**src/design/ipv4s_pkg.sv**
```systemverilog
// ----------------------------------------------------------------------------
// ipv4s_pkg
// Shared widths and types of the public IPv4 text scanner.
// ----------------------------------------------------------------------------
`default_nettype none

package ipv4s_pkg;

  // Width of one reported octet field on the result channel
  localparam int unsigned OCTET_W = 16;

  // Default width of the internal field accumulators
  localparam int unsigned FIELD_WIDTH_DEF = 16;

  // One accepted text byte
  typedef struct packed {
    logic [7:0] text_byte;
    logic       last_byte;
  } byte_req_t;

  // One result request
  typedef struct packed {
    logic               found;
    logic [OCTET_W-1:0] first_octet;
    logic [OCTET_W-1:0] second_octet;
    logic [OCTET_W-1:0] third_octet;
    logic [OCTET_W-1:0] fourth_octet;
  } result_t;

endpackage

`default_nettype wire

```
**src/design/ipv4s_in_if.sv**
```systemverilog
// ----------------------------------------------------------------------------
// ipv4s_in_if
// Text byte channel: valid/ready handshake with one byte and a last flag.
// ----------------------------------------------------------------------------
`default_nettype none

interface ipv4s_in_if;
  logic       valid;
  logic       ready;
  logic [7:0] text_byte;
  logic       last_byte;

  modport source (output valid, output text_byte, output last_byte, input ready);
  modport sink (input valid, input text_byte, input last_byte, output ready);
endinterface

`default_nettype wire

```
**src/design/ipv4s_out_if.sv**
```systemverilog
// ----------------------------------------------------------------------------
// ipv4s_out_if
// Result channel: valid/ready handshake with the found flag and four fields.
// ----------------------------------------------------------------------------
`default_nettype none

interface ipv4s_out_if;
  logic        valid;
  logic        ready;
  logic        found;
  logic [15:0] first_octet;
  logic [15:0] second_octet;
  logic [15:0] third_octet;
  logic [15:0] fourth_octet;

  modport source (
    output valid, output found, output first_octet, output second_octet,
    output third_octet, output fourth_octet, input ready
  );
  modport sink (
    input valid, input found, input first_octet, input second_octet,
    input third_octet, input fourth_octet, output ready
  );
endinterface

`default_nettype wire

```
**src/design/ipv4s_in_stage.sv**
```systemverilog
// ----------------------------------------------------------------------------
// ipv4s_in_stage
// Input register: holds one text byte until the scan core takes it.
// ----------------------------------------------------------------------------
`default_nettype none

module ipv4s_in_stage
  import ipv4s_pkg::*;
(
  input  wire logic      clk_i,
  input  wire logic      rst_ni,
  ipv4s_in_if.sink       text_i,
  input  wire logic      take_i,
  output logic           valid_o,
  output byte_req_t      req_o
);

  logic      valid_q, valid_d;
  byte_req_t req_q;
  logic      load;

  // refill whenever the slot is empty or being drained this cycle
  assign text_i.ready = !valid_q || take_i;
  assign load         = text_i.valid && text_i.ready;

  always_comb begin
    valid_d = valid_q;
    if (load) begin
      valid_d = 1'b1;
    end else if (take_i) begin
      valid_d = 1'b0;
    end
  end

  always_ff @(posedge clk_i or negedge rst_ni) begin
    if (!rst_ni) begin
      valid_q <= 1'b0;
    end else begin
      valid_q <= valid_d;
    end
  end

  always_ff @(posedge clk_i) begin
    if (load) begin
      req_q.text_byte <= text_i.text_byte;
      req_q.last_byte <= text_i.last_byte;
    end
  end

  assign valid_o = valid_q;
  assign req_o   = req_q;

endmodule

`default_nettype wire

```
**src/design/ipv4s_scan_core.sv**
```systemverilog
// ----------------------------------------------------------------------------
// ipv4s_scan_core
// Token state and field accumulators; judges a token when it closes.
// ----------------------------------------------------------------------------
`default_nettype none

module ipv4s_scan_core
  import ipv4s_pkg::*;
#(
  parameter int unsigned FIELD_WIDTH = FIELD_WIDTH_DEF
) (
  input  wire logic       clk_i,
  input  wire logic       rst_ni,
  input  wire logic       advance_i,
  input  wire byte_req_t  req_i,
  output logic            push_o,
  output result_t         result_o
);

  localparam logic [7:0] ChDot   = 8'h2E;
  localparam logic [7:0] ChZero  = 8'h30;
  localparam logic [7:0] ChNine  = 8'h39;
  localparam logic [2:0] DotsEnd = 3'd4;
  localparam logic [2:0] DotsMin = 3'd3;
  localparam logic [FIELD_WIDTH-1:0] FieldMax = {FIELD_WIDTH{1'b1}};

  logic                   tok_q, tok_d;
  logic [2:0]             dots_q, dots_d;
  logic [FIELD_WIDTH-1:0] fld_q [4];
  logic [FIELD_WIDTH-1:0] fld_d [4];
  logic                   found_q, found_d;

  logic                   is_digit, is_dot;
  logic [3:0]             digit;
  logic [1:0]             sel;
  logic [FIELD_WIDTH-1:0] base;
  logic [FIELD_WIDTH+3:0] wide;
  logic [FIELD_WIDTH-1:0] acc;
  logic                   closing;
  logic                   qualifies;
  logic                   hit;

  function automatic logic [OCTET_W-1:0] to_octet(input logic [FIELD_WIDTH-1:0] v);
    logic [FIELD_WIDTH+OCTET_W-1:0] ext;
    ext = {{OCTET_W{1'b0}}, v};
    return ext[OCTET_W-1:0];
  endfunction

  assign is_digit = (req_i.text_byte >= ChZero) && (req_i.text_byte <= ChNine);
  assign is_dot   = (req_i.text_byte == ChDot);
  assign digit    = 4'(req_i.text_byte - ChZero);

  // a fresh token starts from field zero with cleared accumulators
  assign sel  = tok_q ? dots_q[1:0] : 2'd0;
  assign base = tok_q ? fld_q[sel] : '0;
  assign wide = ({4'b0, base} << 3) + ({4'b0, base} << 1) + (FIELD_WIDTH+4)'(digit);
  assign acc  = (wide > {4'b0, FieldMax}) ? FieldMax : wide[FIELD_WIDTH-1:0];

  always_comb begin
    tok_d    = tok_q;
    dots_d   = dots_q;
    fld_d    = fld_q;
    found_d  = found_q;
    closing  = 1'b0;

    if (!found_q) begin
      if (is_digit) begin
        tok_d = 1'b1;
        if (!tok_q) begin
          dots_d = 3'd0;
          fld_d  = '{default: '0};
        end
        if (dots_d < DotsEnd) begin
          fld_d[sel] = acc;
        end
      end else if (is_dot && tok_q) begin
        if (dots_q < DotsEnd) begin
          dots_d = dots_q + 3'd1;
        end
      end else if (tok_q) begin
        closing = 1'b1;
      end
      // an open token is judged at the end of the text
      if (req_i.last_byte && tok_d) begin
        closing = 1'b1;
      end
      if (closing) begin
        tok_d = 1'b0;
      end
    end
  end

  always_comb begin
    qualifies = (dots_d >= DotsMin) &&
                (fld_d[0] != '0) &&
                (fld_d[0] <= FIELD_WIDTH'(255)) &&
                (fld_d[0] != FIELD_WIDTH'(10)) &&
                !((fld_d[0] == FIELD_WIDTH'(192)) && (fld_d[1] == FIELD_WIDTH'(168))) &&
                !((fld_d[0] == FIELD_WIDTH'(172)) && (fld_d[1] == FIELD_WIDTH'(16)));
  end

  assign hit = closing && qualifies;

  always_comb begin
    push_o   = 1'b0;
    result_o = '0;
    if (advance_i && !found_q) begin
      if (hit) begin
        push_o                = 1'b1;
        result_o.found        = 1'b1;
        result_o.first_octet  = to_octet(fld_d[0]);
        result_o.second_octet = to_octet(fld_d[1]);
        result_o.third_octet  = to_octet(fld_d[2]);
        result_o.fourth_octet = to_octet(fld_d[3]);
      end else if (req_i.last_byte) begin
        push_o = 1'b1;
      end
    end
  end

  always_ff @(posedge clk_i or negedge rst_ni) begin
    if (!rst_ni) begin
      tok_q   <= 1'b0;
      dots_q  <= 3'd0;
      fld_q   <= '{default: '0};
      found_q <= 1'b0;
    end else if (advance_i) begin
      if (req_i.last_byte) begin
        // end of text: back to the reset state
        tok_q   <= 1'b0;
        dots_q  <= 3'd0;
        fld_q   <= '{default: '0};
        found_q <= 1'b0;
      end else begin
        tok_q   <= tok_d;
        dots_q  <= dots_d;
        fld_q   <= fld_d;
        found_q <= found_d | hit;
      end
    end
  end

endmodule

`default_nettype wire

```
**src/design/ipv4s_out_stage.sv**
```systemverilog
// ----------------------------------------------------------------------------
// ipv4s_out_stage
// Result register: holds one result request until the sink takes it.
// ----------------------------------------------------------------------------
`default_nettype none

module ipv4s_out_stage
  import ipv4s_pkg::*;
(
  input  wire logic     clk_i,
  input  wire logic     rst_ni,
  input  wire logic     push_i,
  input  wire result_t  result_i,
  output logic          free_o,
  ipv4s_out_if.source   result_o
);

  logic    valid_q, valid_d;
  result_t res_q;

  assign free_o = !valid_q || result_o.ready;

  always_comb begin
    valid_d = valid_q;
    if (push_i) begin
      valid_d = 1'b1;
    end else if (result_o.ready) begin
      valid_d = 1'b0;
    end
  end

  always_ff @(posedge clk_i or negedge rst_ni) begin
    if (!rst_ni) begin
      valid_q <= 1'b0;
    end else begin
      valid_q <= valid_d;
    end
  end

  always_ff @(posedge clk_i) begin
    if (push_i) begin
      res_q <= result_i;
    end
  end

  assign result_o.valid        = valid_q;
  assign result_o.found        = res_q.found;
  assign result_o.first_octet  = res_q.first_octet;
  assign result_o.second_octet = res_q.second_octet;
  assign result_o.third_octet  = res_q.third_octet;
  assign result_o.fourth_octet = res_q.fourth_octet;

endmodule

`default_nettype wire

```
**src/design/public_ipv4_text_scanner.sv**
```systemverilog
// ----------------------------------------------------------------------------
// public_ipv4_text_scanner
// Finds the first public dotted-decimal IPv4 address in a byte stream.
// ----------------------------------------------------------------------------
// Feed the text one byte per request on text_i, with last_byte set on the
// final byte. A token is a run of digits and dots that starts with a digit;
// each dot-separated field is read as a decimal number (empty field = 0),
// saturating at 2**FIELD_WIDTH-1, and reported as its low 16 bits. A token
// with at least three dots whose first field is in 1..255, is not 10, and
// is not 192.168 or 172.16 produces one result request with found = 1 and
// the four fields. After that, bytes are swallowed until last_byte. If no
// token qualified, the last byte produces found = 0 with zero fields. Any
// other byte, including high-bit bytes, is a separator. After the last byte
// the scanner is back in its reset state and ready for a new text.
// Rate: one byte per cycle sustained; a byte passes the input register,
// then the scan core judges it and its result is stored in the result
// register. The per-byte path is the field multiply-by-ten plus digit
// add with saturation in the scan core. A held result only stalls intake
// when it is not taken.
// ----------------------------------------------------------------------------
`default_nettype none

module public_ipv4_text_scanner
  import ipv4s_pkg::*;
#(
  parameter int unsigned FIELD_WIDTH = FIELD_WIDTH_DEF
) (
  input  wire logic    clk_i,
  input  wire logic    rst_ni,
  ipv4s_in_if.sink     text_i,
  ipv4s_out_if.source  result_o
);

  logic      byte_valid;
  byte_req_t byte_req;
  logic      slot_free;
  logic      advance;
  logic      push;
  result_t   result;

  // hand the held byte to the core only when a result can be stored
  assign advance = byte_valid && slot_free;

  ipv4s_in_stage u_in_stage (
    .clk_i   (clk_i),
    .rst_ni  (rst_ni),
    .text_i  (text_i),
    .take_i  (advance),
    .valid_o (byte_valid),
    .req_o   (byte_req)
  );

  ipv4s_scan_core #(
    .FIELD_WIDTH (FIELD_WIDTH)
  ) u_scan_core (
    .clk_i     (clk_i),
    .rst_ni    (rst_ni),
    .advance_i (advance),
    .req_i     (byte_req),
    .push_o    (push),
    .result_o  (result)
  );

  ipv4s_out_stage u_out_stage (
    .clk_i    (clk_i),
    .rst_ni   (rst_ni),
    .push_i   (push),
    .result_i (result),
    .free_o   (slot_free),
    .result_o (result_o)
  );

endmodule

`default_nettype wire
```
**src/flat_wrapper.sv**
```systemverilog
// flat-port wrapper written by rule: the top's interface ports become plain ports
module public_ipv4_text_scanner_flat import ipv4s_pkg::*;
#(
  parameter int unsigned FIELD_WIDTH = FIELD_WIDTH_DEF
)
  (clk_i, rst_ni, text_i_valid, text_i_text_byte, text_i_last_byte, text_i_ready, result_o_valid, result_o_found, result_o_first_octet, result_o_second_octet, result_o_third_octet, result_o_fourth_octet, result_o_ready);
  ipv4s_in_if text_i_i ();
  ipv4s_out_if result_o_i ();
  input  wire logic clk_i;
  input  wire logic rst_ni;
  input wire logic [$bits(text_i_i.valid)-1:0] text_i_valid;
  input wire logic [$bits(text_i_i.text_byte)-1:0] text_i_text_byte;
  input wire logic [$bits(text_i_i.last_byte)-1:0] text_i_last_byte;
  output wire logic [$bits(text_i_i.ready)-1:0] text_i_ready;
  output wire logic [$bits(result_o_i.valid)-1:0] result_o_valid;
  output wire logic [$bits(result_o_i.found)-1:0] result_o_found;
  output wire logic [$bits(result_o_i.first_octet)-1:0] result_o_first_octet;
  output wire logic [$bits(result_o_i.second_octet)-1:0] result_o_second_octet;
  output wire logic [$bits(result_o_i.third_octet)-1:0] result_o_third_octet;
  output wire logic [$bits(result_o_i.fourth_octet)-1:0] result_o_fourth_octet;
  input wire logic [$bits(result_o_i.ready)-1:0] result_o_ready;
  assign text_i_i.valid = text_i_valid;
  assign text_i_i.text_byte = text_i_text_byte;
  assign text_i_i.last_byte = text_i_last_byte;
  assign text_i_ready = text_i_i.ready;
  assign result_o_valid = result_o_i.valid;
  assign result_o_found = result_o_i.found;
  assign result_o_first_octet = result_o_i.first_octet;
  assign result_o_second_octet = result_o_i.second_octet;
  assign result_o_third_octet = result_o_i.third_octet;
  assign result_o_fourth_octet = result_o_i.fourth_octet;
  assign result_o_i.ready = result_o_ready;
  public_ipv4_text_scanner #(.FIELD_WIDTH(FIELD_WIDTH)) u_core (.clk_i(clk_i), .rst_ni(rst_ni), .text_i(text_i_i), .result_o(result_o_i));
endmodule
```
**config.mk**
```make
export PLATFORM = sky130hd
export DESIGN_NAME = public_ipv4_text_scanner_flat
export DESIGN_NICKNAME = d
export VERILOG_FILES = /design/src/design/ipv4s_pkg.sv /design/src/design/ipv4s_in_if.sv /design/src/design/ipv4s_out_if.sv /design/src/design/ipv4s_in_stage.sv /design/src/design/ipv4s_scan_core.sv /design/src/design/ipv4s_out_stage.sv /design/src/design/public_ipv4_text_scanner.sv /design/src/flat_wrapper.sv
export SDC_FILE = /design/constraint.sdc
export NUM_CORES = 1
export LEC_CHECK = 0
export BUFFER_PORTS_ARGS = -buffer_cell sky130_fd_sc_hd__buf_2
export CAP_MARGIN = 20
export CORE_ASPECT_RATIO = 1.2
export CORE_MARGIN = 3
export CORE_UTILIZATION = 25
export CTS_CLUSTER_DIAMETER = 50
export DETAILED_ROUTE_END_ITERATION = 8
export PLACE_DENSITY = 0.45
export RECOVER_POWER = 25
export REMOVE_ABC_BUFFERS = 1
export SYNTH_ARGS = -nofsm -noshare
export SYNTH_HDL_FRONTEND = slang
export SYNTH_HIERARCHICAL = 1
export SYNTH_SLANG_ARGS = --single-unit
export TNS_END_PERCENT = 30
```
**constraint.sdc**
```tcl
create_clock -name clk_i -period 7.2 [get_ports clk_i]
set_input_delay 1.8 -clock clk_i [delete_from_list [all_inputs] [get_ports clk_i]]
set_output_delay 1.8 -clock clk_i [all_outputs]
set_load 0.01 [all_outputs]
```
Word level (Yosys, flattened, before mapping)

Cells that the tools add are included.

Register bits after elaboration: 145
Input bits: 13
Output and inout port bits: 67
Logic and storage cells: 109

$add $sub $neg: 4
Order comparisons: 9
Equality and inequality tests: 7
Muxes and demuxes: 44
Bitwise logic cells: 2
Reduce and logical (&&, ||, !) cells: 27

Operator list:

| cell                 | number |
|---|---|
| $mux 64              | 7 |
| $mux 16              | 5 |
| $mux 65              | 1 |
| $bwmux 64            | 1 |
| $eq 16x8->1 const B  | 3 |
| $bmux 16 s2          | 1 |
| $demux 16 s2         | 1 |
| $mux 3               | 8 |
| $add 19x17->20       | 1 |
| $add 20x4->20        | 1 |
| $gt 20x16->1 const B | 1 |
| $mux 1               | 19 |
| $eq 16x5->1 const B  | 1 |
| $le 16x8->1 const B  | 1 |
| $ne 16x4->1 const B  | 1 |
| $reduce_bool 16->1   | 1 |
| $logic_and 1x1->1    | 15 |
| $eq 8x6->1 const B   | 1 |
| $ge 8x6->1 const B   | 1 |
| $le 8x6->1 const B   | 1 |
| $lt 3x3->1 const B   | 2 |
| $logic_not 1->1      | 5 |
| $reduce_and 2->1     | 2 |
| $reduce_bool 2->1    | 2 |
| other kinds (10)     | 11 |

Longest topological paths before layout

Gate-level depths: netlist (run 1).

Depth in word-level cells: 24
Depth in mapped cells: 23
Depth with buffers taken out: 18

By module

The synthesis (run 1) kept the hierarchy.

By module, submodules not included:

| module                   | times used | cells each | area an instance (um^2) | seq. area each (um^2) |
|---|---|---|---|---|
| ipv4s_scan_core          | 1          | 659        | 5544.1                  | 1726.7 |
| ipv4s_out_stage          | 1          | 68         | 1999.4                  | 1976.9 |
| ipv4s_in_stage           | 1          | 13         | 324.1                   | 295.3 |
| public_ipv4_text_scanner | 1          | 1          | 6.3                     | 0.0 |

Worst setup path before layout (run 1)

Ideal clock, no wire load.

Path kind: reg-to-reg
Start: register u_core.u_scan_core.dots_q[0]
End: register u_core.u_out_stage.valid_q, in the netlist u_core/u_out_stage/result_o.valid
Setup time: 84 ps
Arrival: 7781 ps
Required time: 7116 ps
Path slack: -665 ps
Stages on the path, launching flop included: 23
Path buffers: 6
Clock period less this slack: 7865 ps
Path through: dfrtp_1 buf_1 clkbuf_1 mux4_2 and2_1 ha_1 ha_1 a21o_1 a21o_1 a211oi_2 a211o_1 nand4_1 or3_1 buf_2 clkbuf_1 o31a_1 o21ai_0 o32ai_1 a41o_1 buf_4 buf_4 o21ai_1 nand2b_2

Longest elaborated chain between the ends: 24
Elaborated cells between the ends (all ways): 51
Classes of those cells: add/sub (3); order compare (7); eq/ne (5); mux (22); bitwise (1); reduce/logical (13)

RTL lines:

| what                                                                    | RTL line                       | source |
|---|---|---|
| from (decl)                                                             | ipv4s_scan_core.sv:28          | `logic [2:0] dots_q, dots_d;` |
| from (signal assigned)                                                  | ipv4s_scan_core.sv:136         | `dots_q <= dots_d;` |
| parallel branches: the longest is 19 deep, another holds $add 19x17->20 | -                              |  |
| $logic_and 1x1->1 (*)                                                   | ipv4s_scan_core.sv:98          | `!((fld_d[0] == FIELD_WIDTH'(192)) && (fld_d[1] == FIELD_WIDTH'(168))) &&` |
| $logic_and 1x1->1 (*)                                                   | ipv4s_scan_core.sv:102         | `assign hit = closing && qualifies;` |
| $mux 1 (*)                                                              | ipv4s_scan_core.sv:108         | `if (hit) begin` |
| $mux 1 (*)                                                              | ipv4s_scan_core.sv:107         | `if (advance_i && !found_q) begin` |
| via u_core.push                                                         | public_ipv4_text_scanner.sv:38 | `logic push;` |
| $mux 1 / $reduce_bool 2->1 (equally long branches)                      | -                              |  |
| to (signal assigned)                                                    | ipv4s_out_stage.sv:36          | `valid_q <= valid_d;` |
| to (decl)                                                               | ipv4s_out_stage.sv:18          | `logic valid_q, valid_d;` |

Mark *: on every way through the listed nets, which the timed path passes. The select of a mux whose other input is x is not followed.
A chain may end at the register's enable or synchronous reset.

Worst setup path in the final report (run 1)

Start: register u_core.u_scan_core.dots_q[1]
End: register u_core.u_out_stage.res_q, in the netlist u_core/u_out_stage/result_o.third_octet[14] (enable)

Longest elaborated chain between the ends: 23
Elaborated cells between the ends (all ways): 49
Classes of those cells: add/sub (3); order compare (7); eq/ne (5); mux (21); bitwise (1); reduce/logical (12)

RTL lines:

| what                                                                    | RTL line                       | source |
|---|---|---|
| parallel branches: the longest is 19 deep, another holds $add 19x17->20 | -                              |  |
| $logic_and 1x1->1 (*)                                                   | ipv4s_scan_core.sv:98          |  |
| $logic_and 1x1->1 (*)                                                   | ipv4s_scan_core.sv:102         |  |
| $mux 1 (*)                                                              | ipv4s_scan_core.sv:108         |  |
| $mux 1 (*)                                                              | ipv4s_scan_core.sv:107         |  |
| via u_core.push                                                         | public_ipv4_text_scanner.sv:38 |  |
| to (signal assigned)                                                    | ipv4s_out_stage.sv:42          | `res_q <= result_i;` |
| to (decl)                                                               | ipv4s_out_stage.sv:19          | `result_t res_q;` |

Marks and branches as above.

==> run_results.csv, run 1 <==
group,metric,value,unit
logic_synthesis,synth-compound-area-share,0.182,
logic_synthesis,synth_fa_ha_area_frac,0.0534,
worst_setup_path,rr_startpoint,"u_core/u_scan_core/dots_q[1]",
power,powerDensity,213,nW/um^2
routing,via_per_inst,5.21,
run_status,violations,"capacitance limit, slew limit",
logic_synthesis,synth_seq_cells,145,
cells_and_area,fin_nets,864,
worst_setup_path,crit_slowest_cell,"or3_1",
clock_network,cts-hold-fix-buffers,0,
timing,rsz0062_at_grt,"false",
power,pwr-share-seq,0.471,
placement,dpl_cell_area,8760,sq um
cells_and_area,drive_gt1_frac,0.202,
cells_and_area,post-route-util,0.303,
logic_synthesis,syn_avg_cell_area,10.6,sq um
global_route,antenna_found_initial,0,
power,p_sw,535,uW
placement,dp_hpwl,18100,um
worst_setup_path,critPathLaunch,"u_core/u_scan_core/dots_q[1]",
logic_synthesis,synth_edf_count,74,
worst_setup_path,rr_worst_depth,16,
timing,hold_ws,519,ps
worst_setup_path,crit_path_end_kind,"flop",
power,total_power,1.99,mW
floorplanning,fp.dieArea,33700,sq um
cells_and_area,syn_to_final_growth,18.4,%
worst_setup_path,worstSetupPathType,"reg2reg",
timing,setup_tns,0,ps
logic_synthesis,ys_types,62,
global_route,grt_pass1_vias,6376,
logic_synthesis,synthCells,741,
logic_synthesis,synth-xor-area-share,0.0200,
logic_synthesis,yosys_warnings,6,
floorplanning,rows,70,
floorplanning,initial_core_util,0.256,
clock_network,h-tree-depth,4,
logic_synthesis,syn-cell-area,7870,sq um
min_path,worstHoldStart,"u_core/u_in_stage/valid_o",
logic_synthesis,synth_area_leaders,"edfxtp_1 (28%), dfrtp_1 (23%), ha_1 (5.1%), mux4_2 (4.6%), a22oi_1 (4.5%)",
timing,fin_ws,958,ps
worst_setup_path,endpoint,"u_core/u_out_stage/result_o.third_octet[14]",
timing,clock.fmax,0.160,GHz
floorplanning,chipHeight,200,um
global_route,grt_max_degree,72,
timing,relSlewSlack,-1.22,
cells_and_area,final_area,9330,sq um
global_route,grt.total_usage,0.157,
global_route,grt_pass1_wl,40700,um
power,pwr-share-clk,0.442,
logic_synthesis,synthMuxAreaShare,0.0470,
timing,min_period_over_period,0.867,
power,p_sw_frac,0.269,
logic_synthesis,ys_seq_area_frac,0.508,
worst_setup_path,crit_chain,"mux4_2 > and2_1 > ha_1 > fa_1 > a211oi_1 > o21ai_0 > nand4_1 > a31oi_1 > xor2_1 > or3_1 > nand2b_1 > a22oi_1 > o32ai_1 > a41o_2 > o21ai_4 > buf_12",
timing,fin_skew,13.7,ps
clock_network,cts_buffers,17,
floorplanning,die-width,168,um
cells_and_area,register_area,4000,sq um
routing,first_pass_iters,5,
routing,vias,6392,
worst_setup_path,path_delay_family,"compound AO/OA/AOI/OAI gates",
cells_and_area,multiInputGateArea,3640,sq um
power,peakVddDrop,131,uV
worst_setup_path,cp.buffers_inverters,1,
logic_synthesis,synth.top_cell.area_share,0.282,
routing,drc,0,
worst_setup_path,arrival,6370,ps
min_path,hold_depth,2,
global_route,overflow,0,
timing,worstMarginPinSlew,3330,ps
cells_and_area,antenna_cells,0,
power,power.internal,1.45,mW
placement,post-place-ws,1030,ps
logic_synthesis,ys_async_sr_fraction,0.490,
clock_network,clk_latency,430,ps
cells_and_area,fin_cells,1227,
worst_setup_path,worstPathRequired,7330,ps
power,pwr-share-comb,0.088,
routing,ant_nets,0,
placement,dp_cells,1193,
timing,hold_viol,0,
logic_synthesis,synthFlopType,"edfxtp_1",
clock_network,cts-root-buf,"clkbuf_16",
clock_network,cts_tree,"built",
cells_and_area,fill_cells,3201,
clock_network,cts_sinks,145,
timing,finalMaxSlewViolations,59,
floorplanning,core,30700,sq um
run_status,status,"finished, violations left",
min_path,min_path_type,"reg2reg",
worst_setup_path,critical_path.startpoint_type,"flop",
logic_synthesis,synth-simple-area-share,0.154,
flow_run,maxCapViolCount,1,
timing,fin_crit,6240,ps
routing,drt-initial-drc-count,495,
worst_setup_path,crit_cells,16,
routing,wl,26600,um
power,power_leakage,3.77,nW
clock_network,clk_pin_slew,60,ps
worst_setup_path,r2r_setup_slack,960,ps
routing,post_drt_wl_per_cell,21.7,um
worst_setup_path,path_max_fanout,29,
placement,gp_congestion,0.873,
worst_setup_path,worst_path_largest_cell_delay,650,ps
worst_setup_path,rr_endpoint,"u_core/u_out_stage/result_o.third_octet[14]",
clock_network,cts_setup_buffers,0,
clock_network,post_cts_resized,0,
logic_synthesis,synth_top_area_cell,"edfxtp_1",
timing,setup_viol,0,
logic_synthesis,synth_top_family_by_area,"compound AO/OA/AOI/OAI gates",
clock_network,clockBufferDepth,2,
placement,portBuffers,79,
floorplanning,io_pins,80,
area by class of cell:
cell class	instances	share of cell area
multi-input cells	542	0.390
flip-flops and latches	145	0.429
inverters	12	0.00483
well taps	396	0.0531
clock inverters	15	0.0157
repair buffers	100	0.0620
clock buffers	17	0.0456
registers in the layout (all words and copies together), names as in the netlist:
signal                                    cells
u_core/u_out_stage/result_o.valid             1
u_core/u_scan_core/found_d                    1
u_core/u_out_stage/result_o.fourth_octet     16
u_core/u_in_stage/valid_o                     1
u_core/u_in_stage/req_o                       9
u_core/u_out_stage/result_o.first_octet      16
u_core/u_scan_core/tok_q                      1
u_core/u_out_stage/result_o.found             1
u_core/u_scan_core/fld_q                     64
u_core/u_out_stage/result_o.third_octet      16
u_core/u_scan_core/dots_q                     3
u_core/u_out_stage/result_o.second_octet     16
layer usage:
metal,routed length (um),vias to the layer above,global-route usage
li1,-,2923,-
met1,11900,3209,0.217
met2,12600,224,0.246
met3,1460,36,0.0302
met4,643,0,0.0523
met5,0,-,0
power by group through the flow:
stage                     clock network [mW]  registers (mW)  logic (mW)
after CTS                              0.896           0.936       0.176
after floorplan                            0           0.969      0.0622
after detailed placement                   0           0.952       0.176
after global placement                     0           0.953       0.176
final                                  0.877           0.934       0.174
after global routing                   0.931           0.939       0.188
cell families after synthesis:
kind of cell | Yosys count
adders and majority gates | 33
muxes | 17
DFF | 145
xor gates and xnor gates | 18
and+or+nand+nor | 252
other | 1
AOI/OAI and AO/OA | 214
buffers and inverters | 61
worst min path at each step:
| stage | to | slack (ps) |
|---|---|---|
| after floorplan | u_core/u_scan_core/fld_q[58] | 460 |
| after detailed placement | u_core/u_scan_core/fld_q[42] | 500 |
| final | u_core/u_in_stage/valid_o | 520 |
| after CTS | u_core/u_scan_core/fld_q[58] | 520 |
| after global routing | u_core/u_scan_core/fld_q[60] | 550 |
| after global placement | u_core/u_scan_core/fld_q[42] | 500 |
tightest hold or removal path: stages, from the launching register on:
cell and delay (ps):
dfrtp_1 340, nand2b_1 80, nand2b_1 70
cell usage after synthesis, drive strengths merged (3+ instances only):
master and instances:
nor3 7, nand4 9, nand2 75, nor2b 7
nor2 76, ha 32, a31oi 4, nand2b 14
o2bb2ai 6, nor4 5, o221ai 3, inv 11
buf 19, o22ai 3, or3 4, and3 3
a211o 4, a21boi 3, a211oi 10, or2 10
a22o 4, a21o 7, mux4 16, and2 20
a32o 7, edfxtp 74, dfrtp 71, xnor2 8
a22oi 47, clkbuf 30, or4 4, a21oi 23
o211ai 6, nand3 13, xor2 10, o31ai 4
o21ai 68
layout by cell type (no fill, tap or decap), types with 7 or more instances in the layout:
master,netlist,layout
ha_1,32,32
and2_1,19,18
buf_4,14,16
o21ai_0,64,64
mux4_2,16,16
edfxtp_1,74,74
a21o_1,7,7
a22oi_1,47,47
nand3_1,13,13
a211oi_1,9,9
a32o_1,7,7
or2_2,10,10
xor2_1,10,10
xnor2_1,8,8
nand2_1,75,75
nand2b_1,11,13
nand4_1,9,9
conb_1,1,8
buf_2,2,79
a21oi_1,23,23
dfrtp_1,71,71
nor2_1,76,76
clkbuf_16,0,17
inv_1,10,10
Power figures use the tool's default switching activity.
==> run 2, diff against run 1 <==
- SYNTH_HIERARCHICAL: 1 -> not set
==> run 2 against run 1 <==
Effect of this change: the run still ends with capacitance limit, slew limit left; sequential power is 2.4% lower; worst setup slack got worse by 320 ps; non-clock buffer count shrank 3; clock skew decreased by 5.0 ps; critical path depth grew 3; sequential share of layout area down 1.3 points; sequential cell count did not move; via count is 4.7% higher; final area up 3.2%; worst hold slack worse by 9.6 ps; core utilization about the same; critical path type unchanged; critical endpoint is now u_core.u_out_stage.result_o.second_octet[4].
==> run_results.csv, run 2 <==
group,metric,value,unit
run_status,status,"finished, violations left",
run_status,violations,"capacitance limit, slew limit",
clock_network,cts-root-buf,"clkbuf_16",
clock_network,cts_tree,"built",
floorplanning,chipHeight,203,um
logic_synthesis,synth_common_cells,"nand2_1 (108), o21ai_0 (84), edfxtp_1 (74)",
logic_synthesis,synthFlopType,"edfxtp_1",
power,powerDensity,197,nW/um^2
routing,wl,26100,um
power,power_leakage,3.79,nW
timing,fin_ws,637,ps
clock_network,cts_buffers,17,
placement,portBuffers,79,
floorplanning,die-width,170,um
routing,via_per_inst,5.21,
routing,first_pass_iters,5,
floorplanning,core,31700,sq um
floorplanning,io_pins,80,
worst_setup_path,worstSetupPathType,"reg2reg",
timing,min_period_over_period,0.911,
worst_setup_path,critical_path.startpoint_type,"flop",
worst_setup_path,path_max_fanout,18,
worst_setup_path,arrival,6680,ps
cells_and_area,drive_gt1_frac,0.176,
floorplanning,initial_core_util,0.256,
timing,fin_crit,6560,ps
logic_synthesis,synth.most_common_cell,"nand2_1",
routing,post_drt_wl_per_cell,20.3,um
power,p_sw,459,uW
timing,relSlewSlack,-0.624,
logic_synthesis,synth.top_cell.area_share,0.274,
global_route,grt_pass1_vias,6715,
timing,clock.fmax,0.152,GHz
timing,finalMaxSlewViolations,74,
cells_and_area,largest_reg_flops,64,
global_route,overflow,0,
flow_run,maxCapViolCount,2,
power,pwr-share-comb,0.060,
clock_network,clk_latency,430,ps
logic_synthesis,syn_avg_cell_area,10.2,sq um
min_path,min_path_type,"reg2reg",
timing,hold_viol,0,
routing,drt-initial-drc-count,560,
timing,fin_skew,8.71,ps
routing,vias,6695,
clock_network,h-tree-depth,4,
clock_network,cts_setup_buffers,0,
cells_and_area,layout_commonest_cell,"nand2_1",
worst_setup_path,crit_path_end_kind,"flop",
cells_and_area,fin_nets,918,
timing,setup_tns,0,ps
power,peakVddDrop,112,uV
worst_setup_path,worstPathRequired,7320,ps
logic_synthesis,synth_seq_cells,145,
timing,worstMarginPinSlew,2440,ps
global_route,grt_max_degree,45,
placement,post-place-ws,669,ps
cells_and_area,regMostFlops,"u_core.u_scan_core.fld_q",
logic_synthesis,ys_seq_area_frac,0.493,
logic_synthesis,synth_edf_count,74,
global_route,antenna_found_initial,0,
logic_synthesis,synthCells,792,
cells_and_area,antenna_cells,0,
global_route,grt_pass1_wl,41300,um
power,power.internal,1.44,mW
logic_synthesis,syn-cell-area,8110,sq um
logic_synthesis,synth_top_area_cell,"edfxtp_1",
logic_synthesis,yosys_warnings,0,
logic_synthesis,synth_area_leaders,"edfxtp_1 (27%), dfrtp_1 (22%), o21ai_0 (5.2%), nand2_1 (5.0%), ha_1 (4.9%)",
floorplanning,rows,71,
cells_and_area,syn_to_final_growth,18.6,%
power,pwr-share-clk,0.459,
timing,setup_viol,0,
routing,ant_nets,0,
logic_synthesis,ys_types,62,
logic_synthesis,ys_async_sr_fraction,0.490,
clock_network,clk_pin_slew,60,ps
placement,dp_hpwl,18900,um
placement,gp_congestion,0.866,
floorplanning,fp.dieArea,34700,sq um
clock_network,clockBufferDepth,2,
global_route,grt.total_usage,0.154,
timing,rsz0062_at_grt,"false",
clock_network,cts-hold-fix-buffers,0,
routing,drc,0,
cells_and_area,layout_common_cells,"nand2_1 (107), o21ai_0 (84), buf_2 (78), edfxtp_1 (74), dfrtp_1 (71)",
clock_network,cts_sinks,145,
power,p_sw_frac,0.242,
power,pwr-share-seq,0.480,
==> run 2: cell types whose count changed in the layout (fill, tap and decap cells not counted), moves of 6 or more <==
cell	change
o21ai_1	+6
a2111oi_0	+6
nand2_1	+32
o2bb2ai_1	-6
nor3_1	+47
nor2_1	-38
and2_1	+10
nor3b_1	+7
o21ai_0	+20
or2_2	-9
==> run 2: through the flow <==
step,hold slack (ps),power [mW],std cells,utilization,area (sq um)
after global placement,493,1.04,1254,0.286,9060
final,509,1.90,1286,0.303,9620
after CTS,511,1.93,1286,0.304,9630
after floorplan,458,0.978,756,-,7970
after detailed placement,492,1.04,1254,0.286,9060
after global routing,547,1.98,1286,0.303,9620
==> run 2: kinds of logic after synthesis <==
group           share of synthesized area
simple gates                        0.174
buf+inv                            0.0258
other cells                      0.000462
fa+ha+maj                          0.0518
compound gates                      0.194
flops                               0.493
xor+xnor                           0.0151
mux                                0.0453
==> run 2: power by group through the flow <==
stage / clock network [mW] / registers (mW) / logic [mW]
2_1_floorplan: 0 / 0.941 / 0.0377
3_3_place_gp: 0 / 0.929 / 0.115
3_5_place_dp: 0 / 0.929 / 0.116
4_1_cts: 0.897 / 0.912 / 0.116
5_1_grt: 0.936 / 0.914 / 0.125
6_report: 0.872 / 0.912 / 0.114
==> run 2: per-layer routing <==
layer,share of wire,vias to the layer above,track usage,routed length [um]
li1,-,3151,-,-
met4,0.018,0,0.0472,480
met2,0.47,195,0.242,12100
met3,0.049,36,0.0318,1290
met5,0,-,0,0
met1,0.47,3313,0.215,12200
==> run 2: worst max-delay path, stage by stage (launching register included) <==
cell and delay (ps):
dfrtp_1 780, mux2i_1 360, nor2_1 60, a31oi_1 180
o21ai_0 160, xnor2_1 170, nor2_1 60, ha_1 320
fa_1 490, a21o_1 230, a221oi_2 340, o21bai_1 190
o21a_1 250, nor3_1 400, o21ai_1 480, nor4_1 690
o221a_2 320, nand3_1 160, nand2_4 290, buf_4 290
==> run 2: what timing repair did <==
action	in CTS	in global routing
resized for setup	0	1
endpoints found under the setup margin	0	1
hold endpoints to repair	0	0
==> run 2: layout make-up <==
| type | instances | area (sq um) |
|---|---|---|
| Tap cell | 401 | 502 |
| Sequential cell | 145 | 4000 |
| Inverter | 10 | 37.5 |
| Timing Repair Buffer | 97 | 551 |
| Multi-Input combinational cell | 601 | 3970 |
| Clock buffer | 17 | 425 |
| Clock inverter | 15 | 143 |
| Fill cell | 3281 | 22100 |
==> run 2: worst paths after layout <==
path | startpoint | to | slack, ps | depth (start not counted)
worst max-delay path | u_core.u_scan_core.dots_q[1] | u_core.u_out_stage.result_o.second_octet[4] | 640 | 19
worst min-delay path | u_core.u_scan_core.fld_q[61] | u_core.u_scan_core.fld_q[61] | 510 | 2
worst max register to register | u_core.u_scan_core.dots_q[1] | u_core.u_out_stage.result_o.second_octet[4] | 640 | 19
worst min register to register | u_core.u_scan_core.fld_q[61] | u_core.u_scan_core.fld_q[61] | 510 | 2
max in group asynchronous | rst_ni | u_core.u_scan_core.fld_q[15] | 2400 | 2
min in group asynchronous | rst_ni | u_core.u_scan_core.fld_q[0] | 1790 | 1
